`config.mk`:
```
export PLATFORM = sky130hd
export DESIGN_NAME = hds_work_fifo
export DESIGN_NICKNAME = d
export VERILOG_FILES = /design/src/rtl/hds_pkg.sv /design/src/rtl/hds_work_fifo.sv
export VERILOG_INCLUDE_DIRS = /design/src /design/src/rtl
export SDC_FILE = /design/constraint.sdc
export NUM_CORES = 1
export LEC_CHECK = 0
export ABC_AREA = 1
export BUFFER_PORTS_ARGS = -buffer_cell sky130_fd_sc_hd__buf_2
export CAP_MARGIN = 30
export CORE_AREA = 10 10 167 207
export CTS_BUF_LIST = sky130_fd_sc_hd__clkbuf_4 sky130_fd_sc_hd__clkbuf_8
export CTS_CLUSTER_SIZE = 28
export DETAILED_ROUTE_END_ITERATION = 8
export DIE_AREA = 0 0 177 217
export SYNTH_ARGS = -nofsm -noshare
export SYNTH_HDL_FRONTEND = slang
export SYNTH_SLANG_ARGS = --single-unit
```
`constraint.sdc`:
```
create_clock -name i_clk -period 3.5 [get_ports i_clk]
set_input_delay 0.525 -clock i_clk [delete_from_list [all_inputs] [get_ports i_clk]]
set_output_delay 0.525 -clock i_clk [all_outputs]
set_load 0.1 [all_outputs]
```
`src/rtl/heat_diffusion_stencil_defines.svh`:
```
// Assertion macros shared by the heat diffusion stencil RTL.
// Define ASSERT_OFF to compile every assertion away.
`ifndef HEAT_DIFFUSION_STENCIL_DEFINES_SVH
`define HEAT_DIFFUSION_STENCIL_DEFINES_SVH
`ifndef ASSERT_OFF
`define HDS_ASSERT(lbl, clk, rst_n, prop, msg) \
    lbl: assert property (@(posedge clk) disable iff (!rst_n) prop) else $error(msg);
`define HDS_ASSERT_NORST(lbl, clk, prop, msg) \
    lbl: assert property (@(posedge clk) prop) else $error(msg);
`else
`define HDS_ASSERT(lbl, clk, rst_n, prop, msg)
`define HDS_ASSERT_NORST(lbl, clk, prop, msg)
`endif
`endif

```
`src/rtl/hds_pkg.sv`:
```
// Shared constants, codes and record types of the heat diffusion stencil.
// No dependencies.
package hds_pkg;

    localparam int MAX_N      = 1024;
    localparam int COL_W      = $clog2(MAX_N);
    localparam int SIZE_W     = 11;
    localparam int TEMP_W     = 16;
    localparam int RATE_W     = 15;
    localparam int OFFS_W     = 9;
    localparam int CFG_ADDR_W = 2;
    localparam int CFG_DATA_W = 16;

    // Both queue depths must be powers of two so the pointers wrap naturally.
    localparam int WQ_DEPTH = 4;
    localparam int WQ_PTR_W = $clog2(WQ_DEPTH);
    localparam int WQ_CNT_W = WQ_PTR_W + 1;
    localparam int OQ_DEPTH = 8;
    localparam int OQ_PTR_W = $clog2(OQ_DEPTH);
    localparam int OQ_CNT_W = OQ_PTR_W + 1;

    localparam int LAP_W  = TEMP_W + 3;
    localparam int PROD_W = RATE_W + 1 + LAP_W;

    localparam logic [CFG_ADDR_W-1:0] REG_GRID_SIZE     = 2'd0;
    localparam logic [CFG_ADDR_W-1:0] REG_DIFF_RATE     = 2'd1;
    localparam logic [CFG_ADDR_W-1:0] REG_SOURCE_LEVEL  = 2'd2;
    localparam logic [CFG_ADDR_W-1:0] REG_SOURCE_OFFSET = 2'd3;

    localparam logic [SIZE_W-1:0] GRID_SIZE_RESET     = 11'd128;
    localparam logic [SIZE_W-1:0] GRID_SIZE_MIN       = 11'd3;
    localparam logic [RATE_W-1:0] DIFF_RATE_RESET     = 15'd16384;
    localparam logic [TEMP_W-1:0] SOURCE_LEVEL_RESET  = 16'd25600;
    localparam logic [OFFS_W-1:0] SOURCE_OFFSET_RESET = 9'd20;

    // How the back end treats the cell above the one just taken.
    localparam logic [1:0] KIND_PASS    = 2'd0;
    localparam logic [1:0] KIND_SOURCE  = 2'd1;
    localparam logic [1:0] KIND_DIFFUSE = 2'd2;

    typedef struct packed {
        logic [SIZE_W-1:0] size;
        logic [OFFS_W-1:0] offset;
    } t_front_cfg;

    typedef struct packed {
        logic [RATE_W-1:0] rate;
        logic [TEMP_W-1:0] level;
    } t_back_cfg;

    typedef struct packed {
        logic [1:0]        kind;
        logic              second;
        logic              last;
        logic [TEMP_W-1:0] centre;
        logic [TEMP_W-1:0] up;
        logic [TEMP_W-1:0] down;
        logic [TEMP_W-1:0] left;
        logic [TEMP_W-1:0] right;
    } t_work;

    typedef struct packed {
        logic [TEMP_W-1:0] temp;
        logic              last;
    } t_result;

endpackage

```
`src/rtl/hds_work_fifo.sv`:
```
// Short queue of classified cell records between front and back end.
// Uses hds_pkg and heat_diffusion_stencil_defines.svh.
`include "heat_diffusion_stencil_defines.svh"
module hds_work_fifo (
    input  logic                         i_clk,
    input  logic                         i_rst_n,
    input  logic                         i_push,
    input  hds_pkg::t_work               i_data,
    input  logic                         i_pop,
    output hds_pkg::t_work               o_head,
    output logic                         o_empty,
    output logic [hds_pkg::WQ_CNT_W-1:0] o_count
);

    localparam logic [hds_pkg::WQ_CNT_W-1:0] DEPTH_CNT = hds_pkg::WQ_CNT_W'(hds_pkg::WQ_DEPTH);

    hds_pkg::t_work                r_mem [hds_pkg::WQ_DEPTH];
    logic [hds_pkg::WQ_PTR_W-1:0]  r_wr_ptr;
    logic [hds_pkg::WQ_PTR_W-1:0]  r_rd_ptr;
    logic [hds_pkg::WQ_CNT_W-1:0]  r_count;

    always_ff @(posedge i_clk) begin
        if (!i_rst_n) begin
            r_wr_ptr <= '0;
            r_rd_ptr <= '0;
            r_count  <= '0;
        end else begin
            if (i_push) begin
                r_wr_ptr <= r_wr_ptr + 1'b1;
            end
            if (i_pop) begin
                r_rd_ptr <= r_rd_ptr + 1'b1;
            end
            if (i_push && !i_pop) begin
                r_count <= r_count + 1'b1;
            end else if (!i_push && i_pop) begin
                r_count <= r_count - 1'b1;
            end
        end
    end

    always_ff @(posedge i_clk) begin
        if (i_push) begin
            r_mem[r_wr_ptr] <= i_data;
        end
    end

    assign o_head  = r_mem[r_rd_ptr];
    assign o_empty = (r_count == '0);
    assign o_count = r_count;

    `HDS_ASSERT(a_no_pop_when_empty, i_clk, i_rst_n, i_pop |-> !o_empty, "work queue popped while empty")
    `HDS_ASSERT_NORST(a_count_bound, i_clk, !i_rst_n || (r_count <= DEPTH_CNT),
                      "work queue count out of range")

endmodule

```
==> flow_summary.json <==
{
  "final_cell_mix": "edfxtp_1 (336), o21ai_0 (138), nor2_1 (133), buf_2 (107), buf_12 (74)",
  "finalHoldViolCount": 0,
  "die_w_um": 177,
  "clockRootBuffer": "clkbuf_8",
  "first_global_vias": 8080,
  "sw_frac_of_total_pct": 30.6,
  "netlist_area_sq_um": 13500,
  "cp.required_ps": 2970,
  "multi_input_area_sq_um": 2810,
  "fin_crit_sh_pct": 88.8,
  "whs_ps": 151,
  "final_nets": 1159,
  "leakagePower_nw": 5.88,
  "finalPower_mw": 10.3,
  "final_cells": 1518,
  "gp_congestion": 0.743,
  "p_seq_share_pct": 46.4,
  "n_fill_cell": 2495,
  "clock_sinks": 345,
  "p_comb_share_pct": 22.2,
  "start_util_pct": 44.0,
  "synth_fp_nets": 963,
  "post_route_cells_drive_above_1_share_pct": 34.8,
  "yosysUniqueCellTypes": 24,
  "clock-skew-final_ps": 14.3,
  "final_core_util_pct": 54.9,
  "core.rowCount": 72,
  "dr.pass1.iters": 5,
  "r2r_slack_ps": 1650,
  "ios": 176,
  "die_area_sq_um": 38400,
  "synthCells": 869,
  "cts_resized": 0,
  "rr_worst_depth": 5,
  "synth.avg_cell_area_sq_um": 15.6,
  "worstSkewPairLatency_ps": 580,
  "cap_violations": 0,
  "final_common_cell": "edfxtp_1",
  "cts.path.max_buffers": 3,
  "power_frac_clock_pct": 31.4,
  "antenna_found_initial": 7,
  "grt_start_max_net_pins": 169,
  "r2r-start": "r_wr_ptr[0]",
  "rsz0062_at_grt": "no",
  "vias_per_cell": 5.08,
  "cp_data_arrival_time_ps": 2580,
  "synthToLayoutAreaGrowth_pct": 24.7,
  "cts_tree": "done",
  "setup_viol": 0,
  "ys_seq_elements": 345,
  "end_kind": "primary output",
  "dp_hpwl_um": 17500,
  "overflow": 0,
  "dp.cells": 1419,
  "yosysSeqAreaShare_pct": 76.0,
  "drc": 0,
  "start_kind": "flip-flop",
  "routed_wirelength_um": 29000,
  "outcome": "finished, final reports clean",
  "worst_slew_pin_slew_ps": 892,
  "wire_per_inst_um": 19.1,
  "grt_use_total_pct": 14.9,
  "period_minus_slack_ps": 3110,
  "clock.fmax_ghz": 0.322,
  "cts_buffers": 51,
  "path_class": "flip-flop to primary output",
  "postCtsSetupBuffers": 0,
  "fp.dieH_um": 217,
  "peakVddDrop_uv": 371,
  "dr.first_iter.drc_count": 447,
  "ys_warn_count": 0,
  "rr_endpoint": "r_mem[0][67]",
  "h-tree-depth": 2,
  "grt_pass1_wl_um": 45100,
  "ant_nets": 0,
  "hp-class": "input port to flip-flop",
  "powerDensity_nw_per_um2": 611,
  "path_max_fanout": 40,
  "internal_power_mw": 7.14,
  "slew_violations": 0,
  "p_switching_mw": 3.15,
  "final-seq-area_sq_um": 10300,
  "cts_hold_buf": 0,
  "setup_tns_ps": 0,
  "clkTransAtPathRegs_ps": 70,
  "crit_end": "o_head[63]",
  "io_buffers": 175,
  "relSlewSlack_pct": 40.5,
  "vias": 7707,
  "core_area_sq_um": 30700
}
## stage by stage
step	cell area, sq um	worst slack [ps]
final	16900	393
after global routing	16900	179
after CTS	16800	296
after detailed placement	15800	950
after global placement	15800	929
after floorplan	13500	83.5
## kinds of logic (layout without fill, tap and decap cells)
group,after synthesis,in the layout,synth area share [%]
simple gates,185,185,7.40
fa+ha+maj,6,6,0.611
flops,345,345,76.0
other cells,0,4,0
buf+inv,71,309,3.23
compound gates,262,262,12.8
## cell type report
type	count	area share (%)
antenna	4	0.0594
clock buffer	74	5.22
clock inverter	21	0.928
inverter	17	0.482
multi-input combinational	453	16.7
sequential	345	60.9
tap	407	3.02
timing repair buffer	197	12.7
## flip-flops by register name, summed over array words and instances (netlist names), named ones only
name,cells
o_count,3
r_wr_ptr,2
r_mem,336
r_rd_ptr,2
## cell usage after synthesis
library cell / n / share of area [%]
inv_1: 15 / 0.42
buf_6: 8 / 0.67
nand4_1: 1 / 0.046
nor2_4: 40 / 3.3
o21ai_0: 138 / 5.1
o21ai_2: 16 / 1.0
nand3_1: 1 / 0.037
o22ai_2: 40 / 3.7
o22ai_1: 44 / 2.0
inv_2: 1 / 0.028
buf_2: 10 / 0.37
nor2_1: 133 / 3.7
buf_4: 3 / 0.17
fa_1: 1 / 0.15
ha_1: 5 / 0.46
o21ai_1: 20 / 0.74
inv_6: 1 / 0.065
buf_12: 5 / 0.74
nand2_1: 9 / 0.25
edfxtp_1: 336 / 75
dfxtp_1: 9 / 1.3
a21oi_1: 4 / 0.15
clkbuf_1: 28 / 0.78
nor3_1: 1 / 0.037
## how the worst min path moves through the flow
| stage | startpoint | cells after the start | endpoint | slack, ps |
|---|---|---|---|---|
| after floorplan | r_rd_ptr[1] | 1 | flip-flop | 410 |
| after global placement | r_rd_ptr[1] | 1 | flip-flop | 420 |
| after detailed placement | r_rd_ptr[1] | 1 | flip-flop | 420 |
| after CTS | i_data[31] | 1 | r_mem[2][31] | 100 |
| after global routing | i_data[52] | 1 | r_mem[2][52] | 110 |
| final | i_data[31] | 1 | r_mem[2][31] | 150 |
## worst max-delay path, stage by stage (launching register included)
cell     delay, ps
dfxtp_2        900
buf_12         270
o21ai_0        110
o22ai_1        230
buf_2          460
## layer usage
| layer | share of wire [%] | up-vias | GRT usage [%] |
|---|---|---|---|
| met5 | 0.17 | - | 0 |
| met1 | 40 | 3792 | 17.2 |
| met3 | 5.7 | 54 | 3.93 |
| li1 | - | 3678 | - |
| met2 | 52 | 175 | 26.0 |
| met4 | 2.1 | 8 | 5.22 |
## power groups by stage
stage               Clock, mW  Sequential, mW  Combinational (mW)
floorplan                   0            4.89                1.50
global placement            0            4.86                2.30
detailed placement          0            4.86                2.31
CTS                      3.33            4.78                2.31
global route             3.53            4.79                2.38
finish                   3.24            4.78                2.28
(Power assumes the default switching activity.)
