### src/rtl/heat_diffusion_stencil_defines.svh
// Assertion macros shared by the heat diffusion stencil RTL.
// Define ASSERT_OFF to compile every assertion away.
`ifndef HEAT_DIFFUSION_STENCIL_DEFINES_SVH
`define HEAT_DIFFUSION_STENCIL_DEFINES_SVH
`ifndef ASSERT_OFF
`define HDS_ASSERT(lbl, clk, rst_n, prop, msg) \
    lbl: assert property (@(posedge clk) disable iff (!rst_n) prop) else $error(msg);
`define HDS_ASSERT_NORST(lbl, clk, prop, msg) \
    lbl: assert property (@(posedge clk) prop) else $error(msg);
`else
`define HDS_ASSERT(lbl, clk, rst_n, prop, msg)
`define HDS_ASSERT_NORST(lbl, clk, prop, msg)
`endif
`endif

### src/rtl/hds_pkg.sv
// Shared constants, codes and record types of the heat diffusion stencil.
// No dependencies.
package hds_pkg;

    localparam int MAX_N      = 1024;
    localparam int COL_W      = $clog2(MAX_N);
    localparam int SIZE_W     = 11;
    localparam int TEMP_W     = 16;
    localparam int RATE_W     = 15;
    localparam int OFFS_W     = 9;
    localparam int CFG_ADDR_W = 2;
    localparam int CFG_DATA_W = 16;

    // Both queue depths must be powers of two so the pointers wrap naturally.
    localparam int WQ_DEPTH = 4;
    localparam int WQ_PTR_W = $clog2(WQ_DEPTH);
    localparam int WQ_CNT_W = WQ_PTR_W + 1;
    localparam int OQ_DEPTH = 8;
    localparam int OQ_PTR_W = $clog2(OQ_DEPTH);
    localparam int OQ_CNT_W = OQ_PTR_W + 1;

    localparam int LAP_W  = TEMP_W + 3;
    localparam int PROD_W = RATE_W + 1 + LAP_W;

    localparam logic [CFG_ADDR_W-1:0] REG_GRID_SIZE     = 2'd0;
    localparam logic [CFG_ADDR_W-1:0] REG_DIFF_RATE     = 2'd1;
    localparam logic [CFG_ADDR_W-1:0] REG_SOURCE_LEVEL  = 2'd2;
    localparam logic [CFG_ADDR_W-1:0] REG_SOURCE_OFFSET = 2'd3;

    localparam logic [SIZE_W-1:0] GRID_SIZE_RESET     = 11'd128;
    localparam logic [SIZE_W-1:0] GRID_SIZE_MIN       = 11'd3;
    localparam logic [RATE_W-1:0] DIFF_RATE_RESET     = 15'd16384;
    localparam logic [TEMP_W-1:0] SOURCE_LEVEL_RESET  = 16'd25600;
    localparam logic [OFFS_W-1:0] SOURCE_OFFSET_RESET = 9'd20;

    // How the back end treats the cell above the one just taken.
    localparam logic [1:0] KIND_PASS    = 2'd0;
    localparam logic [1:0] KIND_SOURCE  = 2'd1;
    localparam logic [1:0] KIND_DIFFUSE = 2'd2;

    typedef struct packed {
        logic [SIZE_W-1:0] size;
        logic [OFFS_W-1:0] offset;
    } t_front_cfg;

    typedef struct packed {
        logic [RATE_W-1:0] rate;
        logic [TEMP_W-1:0] level;
    } t_back_cfg;

    typedef struct packed {
        logic [1:0]        kind;
        logic              second;
        logic              last;
        logic [TEMP_W-1:0] centre;
        logic [TEMP_W-1:0] up;
        logic [TEMP_W-1:0] down;
        logic [TEMP_W-1:0] left;
        logic [TEMP_W-1:0] right;
    } t_work;

    typedef struct packed {
        logic [TEMP_W-1:0] temp;
        logic              last;
    } t_result;

endpackage

### src/rtl/hds_back.sv
// Back end: issues one result per cycle from the work queue while the output
// queue has room, computes the diffusion update in two stages and buffers
// results in the output queue. Uses hds_pkg and heat_diffusion_stencil_defines.svh.
`include "heat_diffusion_stencil_defines.svh"
module hds_back (
    input  logic                        i_clk,
    input  logic                        i_rst_n,
    input  hds_pkg::t_back_cfg          i_cfg,
    input  hds_pkg::t_work              i_head,
    input  logic                        i_wq_empty,
    output logic                        o_wq_pop,
    input  logic                        pop,
    output logic                        empty,
    output logic [hds_pkg::TEMP_W-1:0]  o_new_temperature,
    output logic                        o_last_of_grid
);

    localparam int LOAD_W = hds_pkg::OQ_CNT_W + 1;
    localparam int SUM_W  = hds_pkg::TEMP_W + 2;
    localparam int Q_W    = hds_pkg::PROD_W - 16;
    localparam int V_W    = Q_W + 1;

    logic r_phase;

    logic                                    r_a_valid;
    logic                                    r_a_diff;
    logic                                    r_a_last;
    logic [hds_pkg::TEMP_W-1:0]              r_a_val;
    logic signed [hds_pkg::LAP_W-1:0]        r_a_lap;

    logic                                    r_b_valid;
    logic                                    r_b_diff;
    logic                                    r_b_last;
    logic [hds_pkg::TEMP_W-1:0]              r_b_val;
    logic signed [hds_pkg::PROD_W-1:0]       r_b_prod;

    hds_pkg::t_result                        r_oq_mem [hds_pkg::OQ_DEPTH];
    logic [hds_pkg::OQ_PTR_W-1:0]            r_oq_wr;
    logic [hds_pkg::OQ_PTR_W-1:0]            r_oq_rd;
    logic [hds_pkg::OQ_CNT_W-1:0]            r_oq_count;

    logic [LOAD_W-1:0]                       w_load;
    logic                                    w_issue;
    logic                                    w_oq_pop;
    logic [SUM_W-1:0]                        w_nsum;
    logic signed [hds_pkg::LAP_W-1:0]        w_lap;
    logic [hds_pkg::TEMP_W-1:0]              w_val;
    logic                                    w_diff;
    logic signed [Q_W-1:0]                   w_q;
    logic signed [V_W-1:0]                   w_v;
    logic [hds_pkg::TEMP_W-1:0]              w_res;
    hds_pkg::t_result                        w_oq_in;

    // Space is reserved for everything in flight, so issue never overruns
    // the output queue.
    assign w_load   = LOAD_W'(r_oq_count) + LOAD_W'(r_a_valid) + LOAD_W'(r_b_valid);
    assign w_issue  = !i_wq_empty && (w_load < LOAD_W'(hds_pkg::OQ_DEPTH));
    assign o_wq_pop = w_issue && (r_phase || !i_head.second);

    assign w_nsum = SUM_W'(i_head.up) + SUM_W'(i_head.down)
                  + SUM_W'(i_head.left) + SUM_W'(i_head.right);
    assign w_lap  = $signed({1'b0, w_nsum}) - $signed({1'b0, i_head.centre, 2'b00});

    // The second result of a last-row cell is the incoming border cell itself.
    always_comb begin
        w_diff = 1'b0;
        w_val  = i_head.centre;
        if (r_phase) begin
            w_val = i_head.down;
        end else begin
            case (i_head.kind)
                hds_pkg::KIND_PASS: begin
                    w_val = i_head.centre;
                end
                hds_pkg::KIND_SOURCE: begin
                    w_val = i_cfg.level;
                end
                hds_pkg::KIND_DIFFUSE: begin
                    w_diff = 1'b1;
                end
                default: begin
                    w_val = i_head.centre;
                end
            endcase
        end
    end

    always_ff @(posedge i_clk) begin
        if (!i_rst_n) begin
            r_phase   <= 1'b0;
            r_a_valid <= 1'b0;
            r_b_valid <= 1'b0;
        end else begin
            if (w_issue) begin
                r_phase <= !r_phase && i_head.second;
            end
            r_a_valid <= w_issue;
            r_b_valid <= r_a_valid;
        end
    end

    always_ff @(posedge i_clk) begin
        r_a_diff <= w_diff;
        r_a_last <= r_phase & i_head.last;
        r_a_val  <= w_val;
        r_a_lap  <= w_lap;
        r_b_diff <= r_a_diff;
        r_b_last <= r_a_last;
        r_b_val  <= r_a_val;
        r_b_prod <= $signed({1'b0, i_cfg.rate}) * r_a_lap;
    end

    // An arithmetic shift rounds the scaled Laplacian toward minus infinity.
    assign w_q = r_b_prod[hds_pkg::PROD_W-1:16];
    assign w_v = $signed({{(V_W - hds_pkg::TEMP_W){1'b0}}, r_b_val}) + $signed({w_q[Q_W-1], w_q});

    always_comb begin
        if (!r_b_diff) begin
            w_res = r_b_val;
        end else if (w_v[V_W-1]) begin
            w_res = '0;
        end else if (w_v[V_W-2:hds_pkg::TEMP_W] != '0) begin
            w_res = '1;
        end else begin
            w_res = w_v[hds_pkg::TEMP_W-1:0];
        end
    end

    assign w_oq_in.temp = w_res;
    assign w_oq_in.last = r_b_last;
    assign w_oq_pop     = pop && !empty;

    always_ff @(posedge i_clk) begin
        if (!i_rst_n) begin
            r_oq_wr    <= '0;
            r_oq_rd    <= '0;
            r_oq_count <= '0;
        end else begin
            if (r_b_valid) begin
                r_oq_wr <= r_oq_wr + 1'b1;
            end
            if (w_oq_pop) begin
                r_oq_rd <= r_oq_rd + 1'b1;
            end
            if (r_b_valid && !w_oq_pop) begin
                r_oq_count <= r_oq_count + 1'b1;
            end else if (!r_b_valid && w_oq_pop) begin
                r_oq_count <= r_oq_count - 1'b1;
            end
        end
    end

    always_ff @(posedge i_clk) begin
        if (r_b_valid) begin
            r_oq_mem[r_oq_wr] <= w_oq_in;
        end
    end

    assign empty             = (r_oq_count == '0);
    assign o_new_temperature = r_oq_mem[r_oq_rd].temp;
    assign o_last_of_grid    = r_oq_mem[r_oq_rd].last;

    `HDS_ASSERT(a_oq_no_overflow, i_clk, i_rst_n, r_b_valid |-> ((r_oq_count < hds_pkg::OQ_CNT_W'(hds_pkg::OQ_DEPTH)) || w_oq_pop), "output queue overflow")
    `HDS_ASSERT(a_second_has_head, i_clk, i_rst_n, r_phase |-> !i_wq_empty, "second result pending without a queued record")

endmodule
### config.mk
export PLATFORM = sky130hd
export DESIGN_NAME = hds_back
export DESIGN_NICKNAME = d
export VERILOG_FILES = /design/src/rtl/hds_pkg.sv /design/src/rtl/hds_back.sv
export VERILOG_INCLUDE_DIRS = /design/src /design/src/rtl
export SDC_FILE = /design/constraint.sdc
export NUM_CORES = 1
export LEC_CHECK = 0
export BUFFER_PORTS_ARGS = -buffer_cell sky130_fd_sc_hd__buf_4
export CELL_PAD_IN_SITES_DETAIL_PLACEMENT = 2
export CELL_PAD_IN_SITES_GLOBAL_PLACEMENT = 2
export CORE_MARGIN = 4
export CORE_UTILIZATION = 45
export CTS_CLUSTER_SIZE = 24
export DETAILED_ROUTE_END_ITERATION = 12
export GPL_TIMING_DRIVEN = 0
export PLACE_DENSITY_LB_ADDON = 0.1
export SLEW_MARGIN = 20
export SYNTH_ARGS = -nofsm -noshare
export SYNTH_HDL_FRONTEND = slang
export SYNTH_SLANG_ARGS = --single-unit
### constraint.sdc
create_clock -name i_clk -period 13.5 [get_ports i_clk]
set_input_delay 0.675 -clock i_clk [delete_from_list [all_inputs] [get_ports i_clk]]
set_output_delay 0.675 -clock i_clk [all_outputs]
set_load 0.005 [all_outputs]
==> qor.csv, run 1 <==
stage;metric;value;unit
clocking;cts_resized;0;
critical_path;crit_required;13950;ps
drt;routed-wl-met2;38700;um
layout;ff_latch_area;5890;um^2
timing;finalSetupTns;0;ps
timing;min_period;7470;ps
yosys;ys_types;60;
yosys;syn-cell-area;20700;um^2
clocking;cts.path.max_buffers;3;
critical_path;start_kind;register;
critical_path;r2r_slack;6030;ps
timing;max_slew.worst_pin.slew;978;ps
yosys;yosysWarnings;0;
clocking;cts_sinks;226;
timing;maxSlewHeadroom;34.8;%
yosys;synth_edf_count;136;
critical_path;cp-end-kind;register;
drt;via_count;14600;
layout;diodes;0;
yosys;seq_area_frac_synth;28.4;%
global_routing;grt_pass1_wl;109000;um
clocking;holdBufCountCts;0;
clocking;cts-root-buf;clkbuf_16;
global_routing;antenna_found_initial;0;
timing;setup-violations-final;0;
drt;drt_iter0_markers;821;
flow_run;cap_violations;0;
layout;area_growth;12.3;%
timing;fin_skew;25.0;ps
yosys;async_flop_share;0;%
placement;hpwl;57600;um
yosys;synthCells;1880;
floorplan;die_area;49600;um^2
drt;viasPerCell;5.49;
critical_path;worstPathArrival;7930;ps
floorplan;rows;78;
global_routing;grt_pass1_vias;18000;
layout;fillers;4609;
global_routing;grt_overflow_total;0;
drt;met3_length;3100;um
drt;routedWlPerCell;26.9;um
critical_path;path_max_fanout;10;
status;status;completed;
global_routing;grt_max_degree;15;
drt;wl_met1;25500;um
clocking;post_cts_buffers;0;
yosys;synth_ff_type;edfxtp_1;
floorplan;die_y;223;um
drt;highest_layer;met4;
timing;drv_slew;0;
clocking;clk_latency;550;ps
placement;gp_congestion;0.817;
yosys;ys_ff_latch;226;
global_routing;grt_util_all_layers;29.3;%
clocking;cts.htree.levels;1;
floorplan;initial_utilization;45.6;%
placement;io_buffers;127;
clocking;clkTransAtPathRegs;60;ps
yosys;synth_area_per_cell;11.0;um^2
floorplan;die_x;223;um
layout;multiInputGateArea;13100;um^2
floorplan;ios;138;
drt;drcViolationCount;0;
layout;nets;2622;
timing;fmax;0.134;GHz
timing;fin_crit_sh;55.4;%
layout;drive_gt1_share;11.9;%
clocking;cts_tree;yes;
drt;drtAntennaViolNets;0;
critical_path;critPathKind;reg -> reg;
drt;routed_wl;71400;um
timing;rsz0062_at_grt;false;
clocking;cts_buffers;23;
yosys;synth_nets;2460;
drt;dr.pass1.iters;4;
timing;finalHoldViolCount;0;
worst_hold_path;hp-class;in -> reg;
floorplan;core;45500;um^2
-- through the flow --
| stage | setup WS (ps) | hold WS (ps) | cell area [um^2] | util (%) | cells |
|---|---|---|---|---|---|
| 6_report | 6030 | 309 | 23300 | 51.2 | 2659 |
| 3_5_place_dp | 5620 | 315 | 22600 | 49.7 | 2617 |
| 5_1_grt | 5740 | 298 | 23300 | 51.2 | 2659 |
| 3_3_place_gp | 5980 | 314 | 22400 | 49.4 | 2607 |
| 4_1_cts | 6050 | 289 | 23300 | 51.2 | 2659 |
| 2_1_floorplan | 7010 | 310 | 20700 | - | 1880 |
-- cell families after synthesis --
kind of cell / share of synthesized area (%)
simple gates: 10.4
buf+inv: 8.49
compound gates: 4.90
fa+ha+maj: 39.8
flops: 28.4
mux: 5.63
xor+xnor: 2.41
-- critical path, cell delays in order, from the launching register on --
cell      delay (ps)
dfxtp_1          620
clkbuf_1         640
nand2_1          240
fa_1             560
fa_1             600
fa_1             470
fa_1             610
inv_1             90
fa_1             410
inv_1            100
fa_1             450
inv_1            120
ha_1             320
a21oi_1          240
o32ai_1          120
a41o_1           240
a311oi_1         490
o41a_1           300
a31oi_1          180
o41ai_1          420
xnor2_1          180
-- final cells by class --
class	count	share of cell area, %
plain buffers	66	1.15
clock buffers	30	2.63
clock inverters	12	0.354
inverters	398	6.41
multi-input cells	1190	56.3
flip-flops and latches	226	25.3
well taps	600	3.22
repair buffers	137	4.66
-- worst paths after layout --
path | from | to | depth (start not counted)
hold / removal | i_head[82] | r_a_diff | 2
hold reg to reg | r_a_val[11] | r_b_val[11] | 0
setup / recovery | r_a_lap[10] | r_b_prod[32] | 20
setup reg to reg | r_a_lap[10] | r_b_prod[32] | 20
-- synthesized netlist by cell type (2+ instances only) --
library cell | n | area share, %
nand3_1 | 10 | 0.24
a31oi_1 | 5 | 0.15
a21o_1 | 17 | 0.62
xor2_1 | 15 | 0.63
a31o_2 | 2 | 0.084
and3_1 | 4 | 0.12
dfxtp_1 | 90 | 8.7
o41ai_1 | 2 | 0.084
or2_2 | 2 | 0.060
a41o_1 | 2 | 0.097
clkbuf_1 | 56 | 1.0
nor3b_1 | 2 | 0.072
a21oi_1 | 37 | 0.89
o211ai_1 | 3 | 0.11
a221o_1 | 16 | 0.77
nor3_1 | 9 | 0.22
nand2b_1 | 14 | 0.42
o21a_1 | 5 | 0.18
and2_1 | 121 | 3.6
mux2_2 | 17 | 0.92
buf_2 | 2 | 0.048
o41a_1 | 2 | 0.11
a211oi_1 | 3 | 0.11
nor2b_1 | 9 | 0.27
or3_1 | 4 | 0.12
o21ai_0 | 36 | 0.87
o21ai_1 | 4 | 0.097
a21oi_2 | 2 | 0.084
fa_1 | 331 | 32
nor2_1 | 58 | 1.0
mux2i_1 | 21 | 1.0
buf_1 | 5 | 0.090
nand4_1 | 8 | 0.24
inv_1 | 397 | 7.2
edfxtp_1 | 136 | 20
o41ai_2 | 2 | 0.16
ha_1 | 130 | 7.8
xnor2_1 | 42 | 1.8
mux4_2 | 34 | 3.7
o31ai_1 | 2 | 0.072
buf_6 | 2 | 0.11
nand2_1 | 203 | 3.7
-- state kept, by name (all words and copies together) (netlist names), named ones only --
name        flops
r_oq_mem      136
r_a_lap        19
r_b_prod       19
r_a_val        16
r_b_val        16
r_oq_count      4
r_oq_rd         3
r_oq_wr         3
r_a_diff        1
r_a_last        1
r_a_valid       1
r_b_diff        1
r_b_last        1
r_b_valid       1
r_phase         1
-- routing by layer --
metal | GRT usage, % | vias to the layer above
met5 | 0 | -
met4 | 13.7 | 0
met3 | 4.17 | 216
met2 | 55.1 | 426
met1 | 32.5 | 7718
li1 | - | 6238
-- cell usage in the layout, fill, tap and decap left out, drive strengths merged, types with 42 or more instances in the layout --
cell type / count
xnor2: 42
fa: 331
buf: 145
ha: 130
dfxtp: 90
edfxtp: 136
and2: 121
nor2: 58
nand2: 203
clkbuf: 88
inv: 399
Power of run 1 is not shown: default switching activity piles up to over one toggle a cycle in this logic, so the estimate is an artifact.
==> run 2: changes to the inputs <==
--- a/config.mk
+++ b/config.mk
@@ -6,11 +6,12 @@
 export SDC_FILE = /design/constraint.sdc
 export NUM_CORES = 1
 export LEC_CHECK = 0
+export ABC_AREA = 1
 export BUFFER_PORTS_ARGS = -buffer_cell sky130_fd_sc_hd__buf_4
 export CELL_PAD_IN_SITES_DETAIL_PLACEMENT = 2
 export CELL_PAD_IN_SITES_GLOBAL_PLACEMENT = 2
 export CORE_MARGIN = 4
-export CORE_UTILIZATION = 45
+export CORE_UTILIZATION = 35
 export CTS_CLUSTER_SIZE = 24
 export DETAILED_ROUTE_END_ITERATION = 12
 export GPL_TIMING_DRIVEN = 0
==> constraint.sdc (replaced) <==
create_clock -name i_clk -period 6.7 [get_ports i_clk]
set_input_delay 0.335 -clock i_clk [delete_from_list [all_inputs] [get_ports i_clk]]
set_output_delay 0.335 -clock i_clk [all_outputs]
set_load 0.005 [all_outputs]
==> run 2 against run 1 <==
  * Global-route usage decreased by 6.3 points
  * Core utilization is 11 points lower
  * Largest cell class unchanged
  * Die area rose by 37%
  * Register-to-register slack worse by 5800 ps
  * Synthesized cell count up 39%
  * Hold slack worse by 280 ps
==> qor.csv, run 2 <==
stage;metric;value;unit;change
yosys;seq_area_frac_synth;26.3;%;-2.1 points
clocking;cts_buffers;24;;+4.3%
clocking;cts-root-buf;clkbuf_16;;
yosys;yosysWarnings;0;;unchanged
yosys;synth_top_cell_area_share;29.6;%;-2.4 points
layout;top_register;r_oq_mem;;
layout;final_common_cell;inv_1;;
drt;routed_wl;76700;um;+7.4%
worst_hold_path;hp-class;in -> reg;;
clocking;post_cts_buffers;0;;unchanged
layout;area_growth;12.7;%;
yosys;synth_area_leader_cell;fa_1;;
critical_path;path_max_fanout;10;;unchanged
yosys;synth_area_per_cell;8.59;um^2;-22%
placement;hpwl;64900;um;+13%
global_routing;grt_max_degree;18;;+3
timing;fin_ws;266;ps;-5760 ps
floorplan;rows;92;;+18%
layout;ff_latch_area;5890;um^2;unchanged
global_routing;grt_pass1_wl;120000;um;+10%
global_routing;grt_overflow_total;0;;unchanged
flow_run;cap_violations;0;;unchanged
layout;finalNonFillerCells;3622;;+36%
placement;gp_congestion;0.846;;+3.5%
critical_path;crit_required;7130;ps;-6820 ps
yosys;synth_ff_type;edfxtp_1;;
timing;min_period;6430;ps;-1040 ps
placement;dp_cells;3579;;+37%
global_routing;grt_util_all_layers;23.0;%;-6.3 points
drt;drt_iter0_markers;622;;-24%
placement;pre_cts_ws;-280;ps;-5900 ps
global_routing;grt_pass1_vias;20800;;+16%
yosys;ys_types;49;;-18%
status;status;completed;;
timing;maxSlewHeadroom;46.5;%;+12 points
clocking;clk_latency;540;ps;about the same
timing;max_slew.worst_pin.slew;802;ps;-176 ps
timing;holdWs;31.3;ps;-278 ps
timing;finalHoldViolCount;0;;unchanged
drt;drcViolationCount;0;;unchanged
drt;via_count;17600;;+21%
yosys;synth_nets;3187;;+30%
timing;fin_skew;25.1;ps;+0.153 ps
clocking;cts.path.max_buffers;3;;unchanged
timing;rsz0062_at_grt;false;;
drt;viasPerCell;4.87;;-11%
drt;routedWlPerCell;21.2;um;-21%
placement;io_buffers;122;;-3.9%
yosys;async_flop_share;0;%;unchanged
placement;dpl_cell_area;24500;um^2;+8.2%
layout;nets;3339;;+27%
floorplan;die_area;68100;um^2;+37%
yosys;synth_most_common_cell;inv_1;;
clocking;cts.htree.levels;1;;unchanged
layout;fin_area;25200;um^2;+8.3%
timing;setup-violations-final;0;;unchanged
layout;fillers;7117;;+54%
yosys;synth_commonest_cells;601 x inv_1, 579 x nand2_1, 331 x fa_1;;
clocking;cts_sinks;226;;unchanged
floorplan;core;63200;um^2;+39%
timing;fin_crit_sh;96.0;%;+41 points
yosys;ys_ff_latch;226;;unchanged
yosys;syn-cell-area;22400;um^2;+8.0%
layout;final_cell_mix;601 x inv_1, 579 x nand2_1, 330 x fa_1, 215 x nor2_1, 136 x edfxtp_1;;
critical_path;worstPathArrival;6860;ps;-1070 ps
floorplan;die_y;261;um;+17%
timing;drv_slew;0;;unchanged
layout;drive_gt1_share;7.93;%;-4.0 points
timing;fmax;0.155;GHz;+16%
yosys;synth.top_cells.by_area;fa_1 30%, edfxtp_1 18%, inv_1 10%, nand2_1 9.7%, dfxtp_1 8.0%;;
yosys;synth_edf_count;136;;unchanged
clocking;cts_tree;yes;;
critical_path;cp-end-kind;register;;
floorplan;ios;138;;unchanged
layout;largest_register_ffs;136;;unchanged
clocking;clkTransAtPathRegs;60;ps;about the same
critical_path;critPathKind;reg -> reg;;
global_routing;antenna_found_initial;3;;+3
layout;multiInputGateArea;13900;um^2;+6.1%
floorplan;die_x;261;um;+17%
drt;dr.pass1.iters;6;;+2
drt;drtAntennaViolNets;0;;unchanged
floorplan;initial_utilization;35.5;%;-10 points
critical_path;start_kind;register;;
layout;reg_top3;r_oq_mem (136), r_a_lap (19), r_b_prod (19);;
yosys;synthCells;2607;;+39%
[run 2: cell count changes after synthesis, sizes merged, moves of 17 or more]
cell and change:
o22ai +17, o21ai +69, a21oi +46, mux2i -21, mux2 -17, inv +207
nand2 +388, xor2 +18, a31oi +33, xnor2 -28, and2 -120, mux4 -34
nand3 +45, nor2 +169
[run 2: stage by stage]
stage / utilization, % / TNS [ps]
2_1_floorplan: - / 0
3_3_place_gp: 38.6 / -566
3_5_place_dp: 38.7 / -1260
4_1_cts: 39.9 / 0
5_1_grt: 39.9 / 0
6_report: 39.9 / 0
[run 2: cell families after synthesis]
kind of cell,count (synthesis),share of synthesized area [%]
buffers and inverters,690,11.8
flip-flops,226,26.3
AND/OR/NAND/NOR,904,16.3
AO/OA/AOI/OAI,279,6.93
adder cells (fa/ha/maj),461,36.8
XOR/XNOR,47,1.84
[run 2: worst max-delay path: stages, from the launching register on]
cell and delay, ps:
dfxtp_1 680, clkbuf_1 600, nand2_1 150, fa_1 510, inv_1 50, fa_1 510, inv_1 60, fa_1 540
inv_1 50, fa_1 440, fa_1 490, inv_1 50, fa_1 530, inv_1 60, ha_1 320, nand2_1 140
nor2_1 240, inv_1 90, o21a_1 190, nand2_1 160, nand3_1 100, nand2_1 110, xor2_1 230
[run 2: timing repair]
action	CTS	global route
hold buffers	1	0
endpoints found under the setup margin	1	8
hold endpoints to repair	1	0
resized for setup	1	9
[run 2: worst paths after layout]
kind / from / to / slack, ps / cells after the start
min: i_head[80] / r_a_last / 30 / 3
max reg2reg: r_a_lap[5] / r_b_prod[32] / 270 / 22
min reg2reg: r_a_val[8] / r_b_val[8] / 320 / 0
max: r_a_lap[5] / r_b_prod[32] / 270 / 22
[run 2: metal layers]
layer | up-vias | GRT usage, % | share of wire (%) | routed length (um)
li1 | 8190 | - | - | -
met1 | 9161 | 30.2 | 44 | 33800
met2 | 233 | 43.1 | 52 | 40000
met3 | 53 | 1.88 | 2.8 | 2130
met4 | 0 | 2.27 | 0.98 | 753
met5 | - | 0 | 0 | 0
[run 2: final cells by class]
| type | count | share of cell area, % |
|---|---|---|
| clock buffers | 36 | 2.73 |
| multi-input cells | 1691 | 55.1 |
| repair buffers | 127 | 3.85 |
| clock inverters | 6 | 0.278 |
| well taps | 846 | 4.19 |
| plain buffers | 82 | 1.44 |
| diodes | 1 | 0.00991 |
| flip-flops and latches | 226 | 23.3 |
| inverters | 607 | 9.05 |
Power of run 2 is left out for the same reason.
==> run 3: changes to the inputs <==
--- a/config.mk
+++ b/config.mk
@@ -15,7 +15,7 @@
 export CTS_CLUSTER_SIZE = 24
 export DETAILED_ROUTE_END_ITERATION = 12
 export GPL_TIMING_DRIVEN = 0
-export PLACE_DENSITY_LB_ADDON = 0.1
+export PLACE_DENSITY = 0.82
 export SLEW_MARGIN = 20
 export SYNTH_ARGS = -nofsm -noshare
 export SYNTH_HDL_FRONTEND = slang
==> run 3 against run 2 <==
  * Worst setup slack improved by 31 ps
  * Clock-buffer cell count fell by 2
  * Critical path type is now in -> reg
  * Register-to-register slack improved by 60 ps
==> qor.csv, run 3 (synthesis results as in run 2) <==
stage;metric;value;unit;change
critical_path;crit_required;7140;ps;about the same
critical_path;cp-end-kind;register;;
layout;reg_top3;r_oq_mem (136), r_a_lap (19), r_b_prod (19);;
global_routing;grt_pass1_wl;132000;um;+9.9%
layout;largest_register_ffs;136;;unchanged
drt;routed_wl;86300;um;+13%
drt;drt_iter0_markers;1039;;+67%
critical_path;max_stage_delay;790;ps;+110 ps
timing;min_period;6400;ps;-31.2 ps
placement;gp_congestion;0.906;;+7.1%
clocking;cts_buffers;23;;-4.2%
placement;hpwl;70900;um;+9.3%
global_routing;grt_util_all_layers;25.5;%;+2.5 points
layout;final_cell_mix;601 x inv_1, 579 x nand2_1, 330 x fa_1, 215 x nor2_1, 136 x edfxtp_1;;
drt;drtAntennaViolNets;0;;unchanged
timing;finalSetupTns;0;ps;unchanged
floorplan;core;63200;um^2;unchanged
global_routing;grt_max_degree;15;;-3
floorplan;rows;92;;unchanged
critical_path;crit_chain;clkbuf_1 -> clkbuf_2 -> nand2_1 -> fa_1 -> inv_1 -> fa_2 -> fa_1 -> fa_1 -> fa_1 -> inv_1 -> fa_1 -> inv_1 -> ha_1 -> nand2_1 -> nor2_1 -> nand2_1 -> nor4_1 -> nand2_1 -> nand3_1 -> nand2_1;;
global_routing;grt_pass1_vias;22200;;+6.6%
timing;max_slew.worst_pin.slew;812;ps;+9.75 ps
floorplan;ios;138;;unchanged
critical_path;critPathKind;in -> reg;;
drt;drcViolationCount;0;;unchanged
timing;finalHoldViolCount;0;;unchanged
layout;drive_gt1_share;8.49;%;+0.56 points
timing;drv_slew;0;;unchanged
drt;dr.pass1.iters;5;;-1
timing;fin_skew;16.7;ps;-8.41 ps
critical_path;worstPathArrival;6840;ps;-20 ps
layout;final_common_cell;inv_1;;
drt;routedWlPerCell;23.8;um;+12%
layout;fillers;7078;;-0.55%
floorplan;die_x;261;um;unchanged
worst_hold_path;hp-class;in -> reg;;
clocking;cts.path.max_buffers;3;;unchanged
flow_run;cap_violations;0;;unchanged
timing;maxSlewHeadroom;45.9;%;-0.58 points
floorplan;die_area;68100;um^2;unchanged
layout;area_growth;13.2;%;
clocking;post_cts_buffers;0;;unchanged
clocking;cts.htree.levels;1;;unchanged
drt;met3_length;3180;um;+50%
drt;wl_met1;34400;um;+1.7%
clocking;clkTransAtPathRegs;70;ps;about the same
timing;fmax;0.156;GHz;+0.49%
floorplan;initial_utilization;35.5;%;unchanged
drt;highest_layer;met4;;
drt;via_count;18400;;+4.5%
global_routing;grt_overflow_total;0;;unchanged
drt;routed-wl-met2;45400;um;+14%
critical_path;start_kind;input pin;;
floorplan;die_y;261;um;unchanged
clocking;cts_tree;yes;;
critical_path;path_max_fanout;10;;unchanged
layout;nets;3343;;+0.12%
timing;rsz0062_at_grt;false;;
critical_path;critPathSlowestCell;fa_2;;
drt;viasPerCell;5.08;;+4.4%
layout;post-route-util;40.1;%;+0.19 points
placement;io_buffers;122;;unchanged
global_routing;antenna_found_initial;1;;-2
clocking;clk_latency;550;ps;about the same
timing;setup-violations-final;0;;unchanged
timing;fin_crit_sh;95.6;%;-0.47 points
layout;top_register;r_oq_mem;;
clocking;cts_sinks;226;;unchanged
clocking;cts-root-buf;clkbuf_16;;
status;status;completed;;
==> run 3: changes by cell type in the layout (fill, tap and decap cells not counted), moves of 2 or more <==
cell / delta
nor2_2: +4
nor2_4: -4
buf_8: +6
clkbuf_1: -9
clkbuf_2: +6
clkinv_2: +2
bufinv_16: +2
clkbuf_8: +2
buf_6: -2
==> run 3: final cells by class <==
cell class              count  area [um^2]  share of cell area (%)
diodes                      1         2.50                 0.00987
plain buffers              83          379                    1.50
clock buffers              34          678                    2.67
clock inverters             8          133                   0.523
inverters                 607         2280                    9.01
multi-input cells        1691        13900                    54.8
flip-flops and latches    226         5890                    23.2
well taps                 846         1060                    4.17
repair buffers            131         1040                    4.10
==> run 3: per-layer routing <==
layer | track usage [%] | vias up
li1 | - | 8200
met1 | 30.3 | 9590
met2 | 48.1 | 483
met3 | 2.71 | 164
met4 | 8.23 | 0
met5 | 0 | -
==> run 3: final timing paths <==
kind	depth (start not counted)	slack, ps	endpoint	startpoint
worst max-delay path	20	300	r_b_prod[27]	i_cfg[18]
worst min-delay path	3	30	r_a_last	i_head[80]
worst max register to register	19	330	r_b_prod[27]	r_a_lap[16]
worst min register to register	0	330	r_b_val[12]	r_a_val[12]
==> run 3: critical path, delay by kind of cell <==
| kind | cells | cell delay (ps) |
|---|---|---|
| fa+ha+maj | 7 | 3870 |
| simple gates | 8 | 1340 |
| buf+inv | 5 | 1260 |
==> run 3: metrics by stage <==
step | setup WS [ps] | cell area [um^2] | cells | hold slack (ps)
after floorplan | 999 | 22400 | 2607 | 310
after global placement | -162 | 24400 | 3575 | 313
after detailed placement | -456 | 24500 | 3583 | 314
after CTS | 24.2 | 25300 | 3626 | 10.8
after global routing | 20.3 | 25400 | 3626 | 27.6
final | 297 | 25400 | 3627 | 26.6
==> run 3: repair_timing <==
action / CTS / global route
hold buffers: 1 / 0
gates resized for setup: 1 / 29
setup endpoints to repair: 5 / 12
endpoints found under the hold margin: 1 / 0
pin swaps: 0 / 1
Power of run 3 is left out for the same reason.
